**src/pts_pkg.sv**
```systemverilog
// Shared types and codes of the priority thread scheduler.
// Request and result payload structs, request and status codes.
// No dependencies.
package pts_pkg;

	// Configuration data width (idle thread priority register)
	localparam int CFG_W = 8;

	// Request codes
	localparam logic [2:0] REQ_INIT   = 3'd0;
	localparam logic [2:0] REQ_START  = 3'd1;
	localparam logic [2:0] REQ_STATUS = 3'd2;
	localparam logic [2:0] REQ_EXIT   = 3'd3;
	localparam logic [2:0] REQ_SCHED  = 3'd4;

	// Thread status codes
	localparam logic [1:0] ST_CREATING = 2'd0;
	localparam logic [1:0] ST_RUNNING  = 2'd1;
	localparam logic [1:0] ST_BLOCKED  = 2'd2;
	localparam logic [1:0] ST_DETACHED = 2'd3;

	// Result codes
	localparam logic RES_OK        = 1'b0;
	localparam logic RES_BAD_PARAM = 1'b1;

	typedef struct packed {
		logic [2:0] req_type;
		logic [3:0] thread_slot;
		logic [7:0] new_priority;
		logic [1:0] set_status;
		logic       params_ok;
	} req_t;

	typedef struct packed {
		logic       result_code;
		logic [3:0] next_slot;
		logic       any_running;
		logic       switched;
		logic [3:0] current_slot;
		logic       current_valid;
	} res_t;

endpackage

```
**src/priority_thread_scheduler_unit.sv**
```systemverilog
// Requests are handled one at a time, each passing the check, walk, wrap and finish states
// in order. The walk goes over the order list, which holds the started slots (at most
// MAX_THREADS), one entry per cycle, each entry reading the order-list memory and then the
// slot-table memory. The result sits in an output register and the next request is taken
// while it waits; a result still stalled there when the next one finishes holds the block
// in its finish state until the register is free.
// No clearing pass follows reset: the slot table carries one valid bit per entry. Slot 0
// becomes the idle thread on the first schedule, with the priority held in the
// configuration register (reset value 255).
//
// Top level of the scheduler: slot table, order list, request sequencer.
// Depends on pts_pkg.
module priority_thread_scheduler_unit #(
	parameter int MAX_THREADS   = 16,
	parameter int PRIORITY_BITS = 8
) (
	input  logic                      clk,
	input  logic                      arst_n,
	input  logic                      in_valid,
	output logic                      in_stall,
	input  pts_pkg::req_t             in_data,
	output logic                      out_valid,
	input  logic                      out_stall,
	output pts_pkg::res_t             out_data,
	input  logic                      cfg_valid,
	output logic                      cfg_ready,
	input  logic [pts_pkg::CFG_W-1:0] cfg_data
);
	import pts_pkg::*;

	localparam int SLOT_W = (MAX_THREADS > 1) ? $clog2(MAX_THREADS) : 1;
	localparam int LEN_W  = $clog2(MAX_THREADS + 1);

	typedef struct packed {
		logic [PRIORITY_BITS-1:0] prio;
		logic [1:0]               status;
		logic                     listed;
	} slot_ent_t;

	typedef enum logic [4:0] {
		FSM_IDLE  = 5'b00001,
		FSM_CHECK = 5'b00010,
		FSM_WALK  = 5'b00100,
		FSM_WRAP  = 5'b01000,
		FSM_FIN   = 5'b10000
	} state_t;

	state_t                   state_q;
	logic [CFG_W-1:0]         idle_prio_q;

	// request context
	req_t                     req_q;
	logic [SLOT_W-1:0]        tgt_q;
	logic                     tgt_ok_q;
	logic [SLOT_W-1:0]        tgt_in;
	logic                     tgt_ok_in;

	// slot table memory
	slot_ent_t                slot_mem [MAX_THREADS];
	logic [MAX_THREADS-1:0]   slot_vld_q;
	slot_ent_t                slot_rd_q;
	logic                     slot_rd_vld_q;
	slot_ent_t                ent;
	logic [SLOT_W-1:0]        slot_raddr;
	logic                     slot_we;
	slot_ent_t                slot_wdata;

	// order list memory
	logic [SLOT_W-1:0]        list_mem [MAX_THREADS];
	logic [SLOT_W-1:0]        list_rd_s1;
	logic                     list_we;
	logic [SLOT_W-1:0]        list_waddr;
	logic [SLOT_W-1:0]        list_wdata;

	// architectural state
	logic [LEN_W-1:0]         len_q;
	logic [SLOT_W-1:0]        cur_q;
	logic                     present_q;

	// list walk
	logic [LEN_W-1:0]         rd_idx_q;
	logic [LEN_W-1:0]         wr_idx_q;
	logic                     v_s1_q;
	logic                     v_s2_q;
	logic [SLOT_W-1:0]        e_s2;
	logic                     rebuild_q;
	logic [PRIORITY_BITS-1:0] ps_q;
	logic                     inserted_q;
	logic [SLOT_W-1:0]        pend_q;
	logic                     found_q;
	logic [SLOT_W-1:0]        next_q;
	logic                     code_q;
	logic                     sw_q;

	logic                     issue;
	logic                     walk_done;
	logic                     s2_act;
	logic                     s2_self;
	logic                     s2_ins;
	logic                     s2_shift;
	logic                     s2_copy;
	logic                     s2_run;
	logic                     start_ok;
	logic                     first_sched;
	logic                     found_f;
	logic [SLOT_W-1:0]        next_f;

	logic                     out_valid_q;
	res_t                     out_data_q;
	logic                     out_free;

	assign in_stall  = (state_q != FSM_IDLE);
	assign cfg_ready = 1'b1;
	assign out_valid = out_valid_q;
	assign out_data  = out_data_q;
	assign out_free  = !out_valid_q || !out_stall;

	// Target slot of an incoming request
	always_comb begin
		tgt_in    = SLOT_W'(in_data.thread_slot);
		tgt_ok_in = (32'(in_data.thread_slot) < 32'(MAX_THREADS));
		unique case (in_data.req_type)
			REQ_EXIT: begin
				tgt_in    = cur_q;
				tgt_ok_in = 1'b1;
			end
			REQ_SCHED: begin
				tgt_in    = '0;
				tgt_ok_in = 1'b1;
			end
			default: begin
			end
		endcase
	end

	// Slot table read data; never-written entries read as reset value
	assign ent        = slot_rd_vld_q ? slot_rd_q : slot_ent_t'('0);
	assign slot_raddr = (state_q == FSM_IDLE) ? tgt_in : list_rd_s1;

	assign start_ok    = tgt_ok_q && (ent.status == ST_CREATING) && req_q.params_ok;
	assign first_sched = (req_q.req_type == REQ_SCHED) && !present_q;

	// Slot table update in the check step
	always_comb begin
		slot_we    = 1'b0;
		slot_wdata = ent;
		if (state_q == FSM_CHECK) begin
			unique case (req_q.req_type)
				REQ_INIT: begin
					slot_we    = tgt_ok_q;
					slot_wdata = '{prio: PRIORITY_BITS'(req_q.new_priority),
						status: ST_CREATING, listed: ent.listed};
				end
				REQ_START: begin
					slot_we    = start_ok;
					slot_wdata = '{prio: ent.prio, status: ST_RUNNING, listed: 1'b1};
				end
				REQ_STATUS: begin
					slot_we    = tgt_ok_q;
					slot_wdata = '{prio: ent.prio, status: req_q.set_status,
						listed: ent.listed};
				end
				REQ_EXIT: begin
					slot_we    = present_q;
					slot_wdata = '{prio: ent.prio, status: ST_DETACHED, listed: ent.listed};
				end
				REQ_SCHED: begin
					slot_we    = !present_q;
					slot_wdata = '{prio: PRIORITY_BITS'(idle_prio_q), status: ST_RUNNING,
						listed: 1'b1};
				end
				default: begin
				end
			endcase
		end
	end

	// Walk control: issue one list read per cycle, two-stage read chain
	assign issue     = (state_q == FSM_WALK) && (rd_idx_q < len_q);
	assign walk_done = (state_q == FSM_WALK) && !issue && !v_s1_q && !v_s2_q;

	// Per-entry decisions at the end of the read chain
	assign s2_act   = (state_q == FSM_WALK) && v_s2_q;
	assign s2_self  = rebuild_q && (e_s2 == tgt_q);
	assign s2_ins   = rebuild_q && !s2_self && !inserted_q && (ps_q <= ent.prio);
	assign s2_shift = rebuild_q && !s2_self && inserted_q;
	assign s2_copy  = rebuild_q && !s2_self && !inserted_q && !s2_ins;
	assign s2_run   = !s2_self && !inserted_q && !s2_ins && (ent.status == ST_RUNNING);

	// Final pick: a rebuilt list always holds the running target slot
	assign found_f = found_q || rebuild_q;
	assign next_f  = found_q ? next_q : (rebuild_q ? tgt_q : '0);

	// Order list write port: rewrite in place, lagging the reads
	always_comb begin
		list_we    = 1'b0;
		list_waddr = wr_idx_q[SLOT_W-1:0];
		list_wdata = tgt_q;
		priority if (state_q == FSM_WRAP) begin
			list_we    = rebuild_q;
			list_wdata = inserted_q ? pend_q : tgt_q;
		end else if (s2_act) begin
			priority if (s2_ins) begin
				list_we    = 1'b1;
				list_wdata = tgt_q;
			end else if (s2_shift) begin
				list_we    = 1'b1;
				list_wdata = pend_q;
			end else if (s2_copy) begin
				list_we    = 1'b1;
				list_wdata = e_s2;
			end else begin
				// old entry of the moved slot, or a plain search: no write
			end
		end else begin
			// no list write this cycle
		end
	end

	// Memories
	always_ff @(posedge clk) begin
		if (slot_we) begin
			slot_mem[tgt_q] <= slot_wdata;
		end
		slot_rd_q <= slot_mem[slot_raddr];
	end

	always_ff @(posedge clk) begin
		if (list_we) begin
			list_mem[list_waddr] <= list_wdata;
		end
		list_rd_s1 <= list_mem[rd_idx_q[SLOT_W-1:0]];
	end

	// Control state
	always_ff @(posedge clk or negedge arst_n) begin
		if (!arst_n) begin
			state_q       <= FSM_IDLE;
			idle_prio_q   <= '1;
			slot_vld_q    <= '0;
			slot_rd_vld_q <= 1'b0;
			len_q         <= '0;
			cur_q         <= '0;
			present_q     <= 1'b0;
			v_s1_q        <= 1'b0;
			v_s2_q        <= 1'b0;
			out_valid_q   <= 1'b0;
		end else begin
			if (cfg_valid && cfg_ready) begin
				idle_prio_q <= cfg_data;
			end
			if (slot_we) begin
				slot_vld_q[tgt_q] <= 1'b1;
			end
			slot_rd_vld_q <= slot_vld_q[slot_raddr];
			v_s1_q        <= issue;
			v_s2_q        <= v_s1_q && (state_q == FSM_WALK);

			// output register: load on finish, drop on transfer
			if ((state_q == FSM_FIN) && out_free) begin
				out_valid_q <= 1'b1;
			end else if (out_valid_q && !out_stall) begin
				out_valid_q <= 1'b0;
			end

			unique case (state_q)
				FSM_IDLE: begin
					if (in_valid && !in_stall) begin
						state_q <= FSM_CHECK;
					end
				end
				FSM_CHECK: begin
					if (first_sched) begin
						cur_q     <= '0;
						present_q <= 1'b1;
					end
					state_q <= FSM_WALK;
				end
				FSM_WALK: begin
					if (walk_done) begin
						state_q <= FSM_WRAP;
					end
				end
				FSM_WRAP: begin
					if (rebuild_q) begin
						len_q <= LEN_W'(wr_idx_q + 1'b1);
					end
					if ((req_q.req_type == REQ_SCHED) && found_f && (next_f != cur_q)) begin
						cur_q <= next_f;
					end
					state_q <= FSM_FIN;
				end
				FSM_FIN: begin
					if (out_free) begin
						state_q <= FSM_IDLE;
					end
				end
				default: begin
					state_q <= FSM_IDLE;
				end
			endcase
		end
	end

	// Datapath registers
	always_ff @(posedge clk) begin
		e_s2 <= list_rd_s1;
		if (issue) begin
			rd_idx_q <= LEN_W'(rd_idx_q + 1'b1);
		end

		if (state_q == FSM_IDLE) begin
			req_q    <= in_data;
			tgt_q    <= tgt_in;
			tgt_ok_q <= tgt_ok_in;
		end

		if (state_q == FSM_CHECK) begin
			code_q     <= (req_q.req_type == REQ_START) && !start_ok;
			rebuild_q  <= ((req_q.req_type == REQ_START) && start_ok) || first_sched;
			ps_q       <= first_sched ? PRIORITY_BITS'(idle_prio_q) : ent.prio;
			sw_q       <= first_sched;
			rd_idx_q   <= '0;
			wr_idx_q   <= '0;
			inserted_q <= 1'b0;
			found_q    <= 1'b0;
			next_q     <= '0;
		end

		// per-entry bookkeeping
		if (s2_act) begin
			if (s2_ins) begin
				inserted_q <= 1'b1;
				pend_q     <= e_s2;
				wr_idx_q   <= LEN_W'(wr_idx_q + 1'b1);
				if (!found_q) begin
					found_q <= 1'b1;
					next_q  <= tgt_q;
				end
			end else if (s2_shift) begin
				pend_q   <= e_s2;
				wr_idx_q <= LEN_W'(wr_idx_q + 1'b1);
			end else begin
				if (s2_copy) begin
					wr_idx_q <= LEN_W'(wr_idx_q + 1'b1);
				end
				if (!found_q && s2_run) begin
					found_q <= 1'b1;
					next_q  <= e_s2;
				end
			end
		end

		if (state_q == FSM_WRAP) begin
			found_q <= found_f;
			next_q  <= next_f;
			if ((req_q.req_type == REQ_SCHED) && found_f && (next_f != cur_q)) begin
				sw_q <= 1'b1;
			end
		end

		if ((state_q == FSM_FIN) && out_free) begin
			out_data_q.result_code   <= code_q ? RES_BAD_PARAM : RES_OK;
			out_data_q.next_slot     <= 4'(next_q);
			out_data_q.any_running   <= found_q;
			out_data_q.switched      <= sw_q;
			out_data_q.current_slot  <= 4'(cur_q);
			out_data_q.current_valid <= present_q;
		end
	end

endmodule

```
**config.mk**
```make
export PLATFORM = sky130hd
export DESIGN_NAME = priority_thread_scheduler_unit
export DESIGN_NICKNAME = d
export VERILOG_FILES = /design/src/pts_pkg.sv /design/src/priority_thread_scheduler_unit.sv
export SDC_FILE = /design/constraint.sdc
export NUM_CORES = 1
export LEC_CHECK = 0
export BUFFER_PORTS_ARGS = -buffer_cell sky130_fd_sc_hd__buf_2
export CELL_PAD_IN_SITES_DETAIL_PLACEMENT = 1
export CELL_PAD_IN_SITES_GLOBAL_PLACEMENT = 1
export CORE_MARGIN = 2
export CORE_UTILIZATION = 45
export DETAILED_ROUTE_END_ITERATION = 6
export PLACE_DENSITY_LB_ADDON = 0.1
export SLEW_MARGIN = 20
export SYNTH_ARGS = -nofsm -noshare
export SYNTH_HDL_FRONTEND = slang
export SYNTH_SLANG_ARGS = --single-unit
```
**constraint.sdc**
```tcl
create_clock -name clk -period 2.7 [get_ports clk]
set_input_delay 0.135 -clock clk [delete_from_list [all_inputs] [get_ports clk]]
set_output_delay 0.135 -clock clk [all_outputs]
set_load 0.1 [all_outputs]
```
* Yosys cells after proc, flatten, opt, wreduce, memory -nomap -nowiden
Memory sizes are Yosys's and may differ from the RTL's. A register that Yosys moved wholly into a read port is not among the register bits. Index checks and enable logic that the tools add are counted. Widths: inputs -> output; s select.
Operators by class: add/sub/neg operators 2, order comparisons 5, equality and inequality tests 20, muxes and demuxes 66, bitwise gates (word level) 1, reductions and logical operators 52
Operators by type and width (number):
- $mux 4 | 20
- $pmux 11 s5 | 1
- $mux 5 | 8
- $mux 1 | 28
- $logic_and 1x1->1 | 26
- $pmux 5 s5 | 1
- $mux 11 | 2
- $or 16x16->16 | 1
- $pmux 4 s2 | 2
- $logic_not 1->1 | 12
- $add 5x1->5 const B | 2
- $lt 4x5->1 const B | 2
- $ne 2x2->1 const B | 5
- $eq 3x2->1 const B | 3
- $le 8x8->1 | 1
- $mux 8 | 1
- $eq 3x3->1 const B | 2
- $reduce_and 2->1 | 3
- $reduce_and 3->1 | 2
- $reduce_bool 2->1 | 3
- $eq 5x1->1 const B | 1
- $eq 5x2->1 const B | 1
- $eq 5x3->1 const B | 1
- $eq 5x4->1 const B | 1
- 15 further kinds | 17
Storage, ports and cells: flip-flop bits (word level) 108, bits in writable memories 240, bits of input ports 31, output and inout bits 15, word-level logic and storage cells 180, memories 2
Memories:
- slot_mem | words 16, bits a word 11, read ports 1, clocked after Yosys merged registers in 1, write ports 1, RTL line priority_thread_scheduler_unit.sv:59 | slot_ent_t slot_mem [MAX_THREADS];
- list_mem | words 16, bits a word 4, read ports 1, clocked after Yosys merged registers in 1, write ports 1, RTL line priority_thread_scheduler_unit.sv:69 | logic [SLOT_W-1:0] list_mem [MAX_THREADS];

* Longest topological paths before layout
Gate-level depths: netlist (run 1).
word-level depth 15, mapped depth 11, mapped depth without buffers 9

* Least setup slack after synthesis (run 1)
No wires, ideal clock.
path type register -> register, start point reg state_q[2], end point reg slot_rd_q[9] (netlist name), setup time 0.064 ns, arrival 2.683 ns, data required time 2.636 ns, slack -0.047 ns, cell stages (with the launch flop) 11, path buffers 3, period minus slack after synthesis 2.747 ns, cell sequence dfrtp_1 -> nor3_2 -> and3b_1 -> buf_6 -> inv_8 -> clkbuf_1 -> nand3b_1 -> o41ai_1 -> clkbuf_1 -> o211ai_1 -> nand4_1
On the way: word-level cells in the longest chain between the ends 2
Ends and longest elaborated chain:
- from (decl) | RTL line priority_thread_scheduler_unit.sv:48 | state_t state_q;
- from (signal assigned) | RTL line priority_thread_scheduler_unit.sv:238 | state_q <= FSM_IDLE;
- from (signal assigned) | RTL line priority_thread_scheduler_unit.sv:269 | state_q <= FSM_CHECK;
- from (signal assigned) | RTL line priority_thread_scheduler_unit.sv:277 | state_q <= FSM_WALK;
- $eq 5x1->1 | RTL line priority_thread_scheduler_unit.sv:138 | assign slot_raddr = (state_q == FSM_IDLE) ? tgt_in : list_rd_s1;
- $mux 4 | RTL line priority_thread_scheduler_unit.sv:138
No other way between the ends. A chain may end at the register's enable or synchronous reset.

* Worst setup path after layout (run 1)
start point reg slot_rd_vld_q, end point mem list_mem[7][2] in the netlist's numbering (data pin)
On the way: word-level cells in the longest chain between the ends 10
Ends and longest elaborated chain:
- from (decl) | RTL line priority_thread_scheduler_unit.sv:62 | logic slot_rd_vld_q;
- from (signal assigned) | RTL line priority_thread_scheduler_unit.sv:255 | slot_rd_vld_q <= slot_vld_q[slot_raddr];
- $mux 11 * | RTL line priority_thread_scheduler_unit.sv:137 | assign ent = slot_rd_vld_q ? slot_rd_q : slot_ent_t'('0);
- $le 8x8->1 * | RTL line priority_thread_scheduler_unit.sv:185 | assign s2_ins = rebuild_q && !s2_self && !inserted_q && (ps_q <= ent.prio);
- $logic_and 1x1->1 * | RTL line priority_thread_scheduler_unit.sv:185
- $logic_not 1->1 | RTL line priority_thread_scheduler_unit.sv:187 | assign s2_copy = rebuild_q && !s2_self && !inserted_q && !s2_ins;
- $logic_and 1x1->1 | RTL line priority_thread_scheduler_unit.sv:187
- $mux 4 | RTL line priority_thread_scheduler_unit.sv:209 | end else if (s2_copy) begin
- $mux 4 | RTL line priority_thread_scheduler_unit.sv:206 | end else if (s2_shift) begin
- $mux 4 * | RTL line priority_thread_scheduler_unit.sv:203 | priority if (s2_ins) begin
- $mux 4 * | RTL line priority_thread_scheduler_unit.sv:202 | end else if (s2_act) begin
- $mux 4 * | RTL line priority_thread_scheduler_unit.sv:199 | priority if (state_q == FSM_WRAP) begin
- named net list_wdata[2] | RTL line priority_thread_scheduler_unit.sv:73 | logic [SLOT_W-1:0] list_wdata;
- to (decl) | RTL line priority_thread_scheduler_unit.sv:69
Mark *: on every way through the listed nets, which the timed path passes. The rest lies on a longest branch.

==> results of run 1 <==
-- layer usage --
metal,up-vias,wire [um],part of all wire
li1,3815,-,-
met1,4400,16600,0.46
met2,203,16700,0.47
met3,57,1560,0.044
met4,0,912,0.025
met5,-,0,0
-- cell type report --
class	count	area (um^2)	area share
clock buffer	50	1010	0.0582
timing repair buffer	156	1280	0.0742
multi-input combinational	497	4430	0.257
sequential	346	9840	0.569
tap	402	503	0.0291
inverter	15	63.8	0.00369
clock inverter	17	151	0.00876
-- cells by family after synthesis --
group,count (synthesis),share of synthesized area
compound gates,145,0.0663
xor+xnor,12,0.00736
fa+ha+maj,17,0.0149
buf+inv,58,0.0221
flops,346,0.689
mux,84,0.117
other cells,1,0.000263
simple gates,235,0.0826
-- cell usage after synthesis, drive strengths merged, types with 8 or more instances --
cell / number
a211oi: 9
a21boi: 8
a21oi: 33
a22oi: 20
and2: 17
buf: 14
clkbuf: 29
dfrtp: 34
dfstp: 9
dfxtp: 35
edfxtp: 268
ha: 17
inv: 15
mux2: 17
mux4: 62
nand2: 65
nand3: 23
nor2: 50
nor2b: 13
nor3: 13
o21ai: 34
or2: 18
xnor2: 8
-- worst max-delay path: cells and delay by family (launching register included) --
kind | cells | cell delay (ns)
compound gates | 6 | 1.09
buf+inv | 3 | 0.50
flops | 1 | 0.41
simple gates | 2 | 0.28
fa+ha+maj | 1 | 0.17
-- power by group --
part	total [uW]	leakage (uW)	internal [uW]	switching [uW]
combinational	5360	0.00230	2450	2910
clock	4860	0.000556	2820	2040
sequential	7070	0.00330	6680	394
total	17300	0.00616	11900	5350
-- repair_timing --
action	in CTS	in global routing
hold endpoints to repair	59	0
buffers inserted	2	4
resized for setup	19	55
gates cloned	0	6
pin swaps	4	17
setup endpoints to repair	106	87
hold buffers	25	0
-- stage by stage --
step | area [um^2] | std cells
floorplan | 14300 | 898
global placement | 15400 | 1379
detailed placement | 15400 | 1379
CTS | 16900 | 1473
global route | 17300 | 1483
finish | 17300 | 1483
-- state kept, by name, indices dropped and copies added (netlist names), 4 cells and up --
register / count
slot_vld_q: 16
list_rd_s1: 4
out_data: 12
next_q: 4
rd_idx_q: 5
slot_rd_q: 10
cur_q: 4
ps_q: 8
req_q: 14
list_mem: 64
slot_mem: 160
wr_idx_q: 5
tgt_q: 4
e_s2: 4
state_q: 5
len_q: 5
pend_q: 4
idle_prio_q: 8
-- worst max-delay path by stage --
| stage | startpoint | cells past startpoint | slack (ns) | to |
|---|---|---|---|---|
| finish | slot_rd_vld_q$_DFF_PN0_ | 12 | -0.01 | list_mem[7][2]$_DFFE_PP_ |
| global route | slot_rd_vld_q$_DFF_PN0_ | 12 | -0.08 | list_mem[11][2]$_DFFE_PP_ |
| CTS | state_q[1]$_DFFE_PN0P_ | 10 | -0.03 | slot_rd_q[1]$_DFF_P_ |
| detailed placement | state_q[3]$_DFFE_PN0P_ | 10 | -0.20 | slot_rd_q[1]$_DFF_P_ |
| global placement | state_q[3]$_DFFE_PN0P_ | 10 | -0.07 | slot_rd_q[1]$_DFF_P_ |
| floorplan | state_q[2]$_DFFE_PN0P_ | 11 | 0.18 | slot_rd_q[4]$_DFF_P_ |
==> results.cfg, run 1 <==
[power_and_ir_drop]
p_leak_uw = 0.00616
pwr_density_cell_nw_per_um2 = 1000
ir_worst_vdd_mv = 0.432
finalPower_uw = 17300

[critical_path]
reg2reg_to = list_mem[7][2]$_DFFE_PP_
cp-start-kind = flop
r2r_start = slot_rd_vld_q$_DFF_PN0_
max_stage_delay_ns = 0.41
crit_top_cell = buf_6
crit_type = flop to flop
worst_r2r_path_depth = 12
crit_slowest_cell = dfrtp_2
path_cells = buf_6, and2_4, ha_2, nor2b_1, o211ai_1, a21o_1, a21boi_4, a21oi_2, a21oi_2, buf_6, o221ai_4, buf_6
crit_fanout = 8
worstPathArrival_ns = 2.98
rrSetupSlack_ns = -0.01
cp-end-kind = flop
crit_required_ns = 2.97

[sta]
clock-skew-final_ns = 0.0197
hold_violations = 0
fin_crit_ns = 2.71
post-route-period-util = 1.00
hold_slack_ns = 0.0264
slew_violations = 0
worst_slack_ns = -0.0135
max_slew_margin = 0.405
setup_tns_ns = -0.0880
setup_viol = 8
rsz0062_at_grt = yes
tightest_slew_ns = 0.892
max_freq_ghz = 0.369

[finish]
final_nets = 1102
area_growth_syn_to_layout_pct = 21.0
drive_gt1_frac = 0.311
layout_common_cells = 268 x edfxtp_1, 69 x buf_4, 62 x nand2_1
final_common_cell = edfxtp_1
fin_util = 0.550
antenna_cells = 0
n_fill_cell = 2962

[global_routing]
grt_pass1_vias = 9112
busiest_layer = met2
gr-total-overflow = 0
grt_antenna_before_repair = 0
use_met1 = 0.301
grt_use_met3 = 0.0341
track_usage = 0.214
use_met2 = 0.345
grt_pass1_wl_um = 53800
grt_max_degree = 44

[floorplan]
dieWidth_um = 182
die_h_um = 182
core_area_um2 = 31400
rows = 65
start_util = 0.455
io_pins = 46
die-area_um2 = 33200

[status]
status = finished with violations
violations = setup timing

[clocking]
cts_tree = done
clock_sinks = 346
cts_max_level = 2
clock_latency_ns = 0.53
cts-buffers-inserted = 38
cts_root_buffer = clkbuf_16
cts_buffer_depth = 3
path_clk_slew_ns = 0.06

[drt]
first_pass_iters = 5
wirelength_um = 35800
via_count = 8475
final_antenna_net_count = 0
drtIter0Drc = 580
wire_per_inst_um = 24.1
drc_errors = 0
viasPerCell = 5.71

[hold_path]
hold_depth = 2
min_from = cfg_valid
min_to = idle_prio_q[3]$_DFFE_PN1P_
min_path_type = primary input to flop

[synth]
async_flop_share = 0.124
syn_area_per_cell_um2 = 15.9
synth_enable_flop_cells = 268
yosysUniqueCellTypes = 66
ys.flop_type = edfxtp_1
seq_area_frac_synth = 0.689
yosys_warnings = 0
synth_top_area_frac = 0.564
syn-num-nets = 946
synth_cells = 898
synth.area.top_cells = edfxtp_1 56%, mux4_2 8.2%, dfrtp_1 6.0%
synth-seq-cells = 346
synth.largest_area_cell = edfxtp_1
synthesis.area_um2 = 14300

[placement]
portBuffers = 44
hpwl_um = 23500
place.gp.congestion = 0.821
place_ws_ns = -0.196

[run]
cap_violations = 0
(Power assumes the default switching activity.)
==> run 2: changes to the inputs <==
- GPL_TIMING_DRIVEN: not set -> 0
==> run 2 against run 1 <==
Compared with the run above: the run still ends with setup timing left; routed wire length is 0.72% lower; combinational power is 11% higher; worst setup slack worse by 0.094 ns; final area is 2.0% higher; global-route usage is 0.52 points higher; total power is 6.1% higher; count of clock-buffer cells in the layout is 2 lower; utilization is 1.1 points higher; fmax is 3.3% lower; sequential share of layout area is 1.1 points lower; flip-flop and latch count stayed put.
==> results.cfg, run 2 (synthesized netlist as in run 1, its figures left out) <==
[floorplan]
die_h_um = 182
io_pins = 46
dieWidth_um = 182
rows = 65
core_area_um2 = 31400
start_util = 0.455
die-area_um2 = 33200

[clocking]
path_clk_slew_ns = 0.06
cts-buffers-inserted = 39
cts_max_level = 2
cts_buffer_depth = 3
clock_latency_ns = 0.52
cts_root_buffer = clkbuf_16
clock_sinks = 346
cts_tree = done

[critical_path]
cp_num_buf_inv = 4
worst_r2r_path_depth = 11
crit_family = simple AND/OR/NAND/NOR gates
crit_type = flop to flop
r2r_start = state_q[1]$_DFFE_PN0P_
crit_fanout = 9
crit_slowest_cell = mux4_2
reg2reg_to = slot_rd_q[6]$_DFF_P_
crit_required_ns = 3.10
cp-start-kind = flop
cp-end-kind = flop
rrSetupSlack_ns = -0.11
path_cells = nor3_4, and3b_2, buf_12, clkinv_8, nor3_4, nand2b_4, buf_12, buf_16, mux4_2, a22oi_2, nand2_1
worstPathArrival_ns = 3.21
max_stage_delay_ns = 0.54
crit_path_start = state_q[1]$_DFFE_PN0P_

[sta]
hold_violations = 0
setup_viol = 10
max_freq_ghz = 0.356
fin_crit_ns = 2.81
clock-skew-final_ns = 0.0115
tightest_slew_ns = 0.868
post-route-period-util = 1.04
max_slew_margin = 0.422
worst_slack_ns = -0.107
slew_violations = 0
setup_tns_ns = -0.773
rsz0062_at_grt = yes

[drt]
wire_per_inst_um = 24.0
first_pass_iters = 4
viasPerCell = 5.67
via_count = 8408
final_antenna_net_count = 0
wirelength_um = 35500
drtIter0Drc = 496
drc_errors = 0

[global_routing]
grt_pass1_vias = 8797
gr-total-overflow = 0
grt_max_degree = 44
grt_pass1_wl_um = 54600
grt_antenna_before_repair = 0
track_usage = 0.219

[placement]
place.gp.congestion = 0.803
place_ws_ns = -0.799
portBuffers = 43
hpwl_um = 22600

[finish]
area_growth_syn_to_layout_pct = 23.4
largest-register = slot_mem
top_regs = slot_mem: 160 flops, list_mem: 64 flops, slot_vld_q: 16 flops
antenna_cells = 0
fin_util = 0.561
final_nets = 1098
largest_register_ffs = 160
final_common_cell = edfxtp_1
drive_gt1_frac = 0.330
n_fill_cell = 2922
layout_common_cells = 268 x edfxtp_1, 58 x nand2_1, 58 x mux4_2

[status]
violations = setup timing
status = finished with violations

[hold_path]
hold_depth = 3
min_path_type = primary input to flop
min_to = tgt_q[1]$_DFFE_PN_
min_from = in_data[12]

[power_and_ir_drop]
p_leak_uw = 0.00619
pwr_density_cell_nw_per_um2 = 1040
ir_worst_vdd_mv = 0.470

[run]
cap_violations = 0
-- run 2: worst max path at each step --
stage	to	cells after the start
2_1_floorplan	slot_rd_q[4]$_DFF_P_	11
3_3_place_gp	slot_mem[12][4]$_DFFE_PP_	7
3_5_place_dp	list_mem[11][2]$_DFFE_PP_	10
4_1_cts	slot_mem[14][8]$_DFFE_PP_	5
5_1_grt	slot_rd_q[1]$_DFF_P_	11
6_report	slot_rd_q[6]$_DFF_P_	11
-- run 2: through the flow --
stage               hold slack, ns  instance area (um^2)  power (uW)  instances
detailed placement           0.315                 15100       11600       1347
finish                      0.0700                 17600       18300       1482
floorplan                   -0.161                 14300       10200        898
global placement             0.312                 15000       11500       1343
CTS                         0.0308                 17100       17800       1461
global route                0.0730                 17600       19200       1482
-- run 2: worst register-to-register path, stage by stage (launching register included) --
cell	delay (ns)
dfrtp_2	0.43
nor3_4	0.20
and3b_2	0.25
buf_12	0.13
clkinv_8	0.05
nor3_4	0.23
nand2b_4	0.18
buf_12	0.15
buf_16	0.17
mux4_2	0.54
a22oi_2	0.24
nand2_1	0.11
-- run 2: layout make-up --
cell class	count	area (um^2)	area share
clock inverters	23	259	0.0147
repair buffers	110	941	0.0534
inverters	15	68.8	0.00391
plain buffers	41	300	0.0170
well taps	402	503	0.0286
flip-flops and latches	346	9840	0.559
clock buffers	48	1040	0.0591
multi-input cells	497	4660	0.265
-- run 2: power breakdown --
group,total (uW),switching (uW),internal (uW)
registers,7050,371,6680
logic,5930,3200,2730
clock network,5360,2130,3230
-- run 2: timing repair --
action / in CTS / in global routing
gates cloned: 5 / 2
gates resized for setup: 71 / 62
endpoints found under the setup margin: 305 / 344
pin swaps: 13 / 24
hold buffers: 25 / 0
endpoints found under the hold margin: 59 / 0
buffers inserted: 15 / 19
-- run 2: layer usage --
metal | vias to the layer above | track usage | share of wire
met5 | - | 0 | 0
met4 | 0 | 0.0555 | 0.019
met3 | 53 | 0.0411 | 0.050
met2 | 187 | 0.347 | 0.47
met1 | 4349 | 0.315 | 0.47
li1 | 3819 | - | -
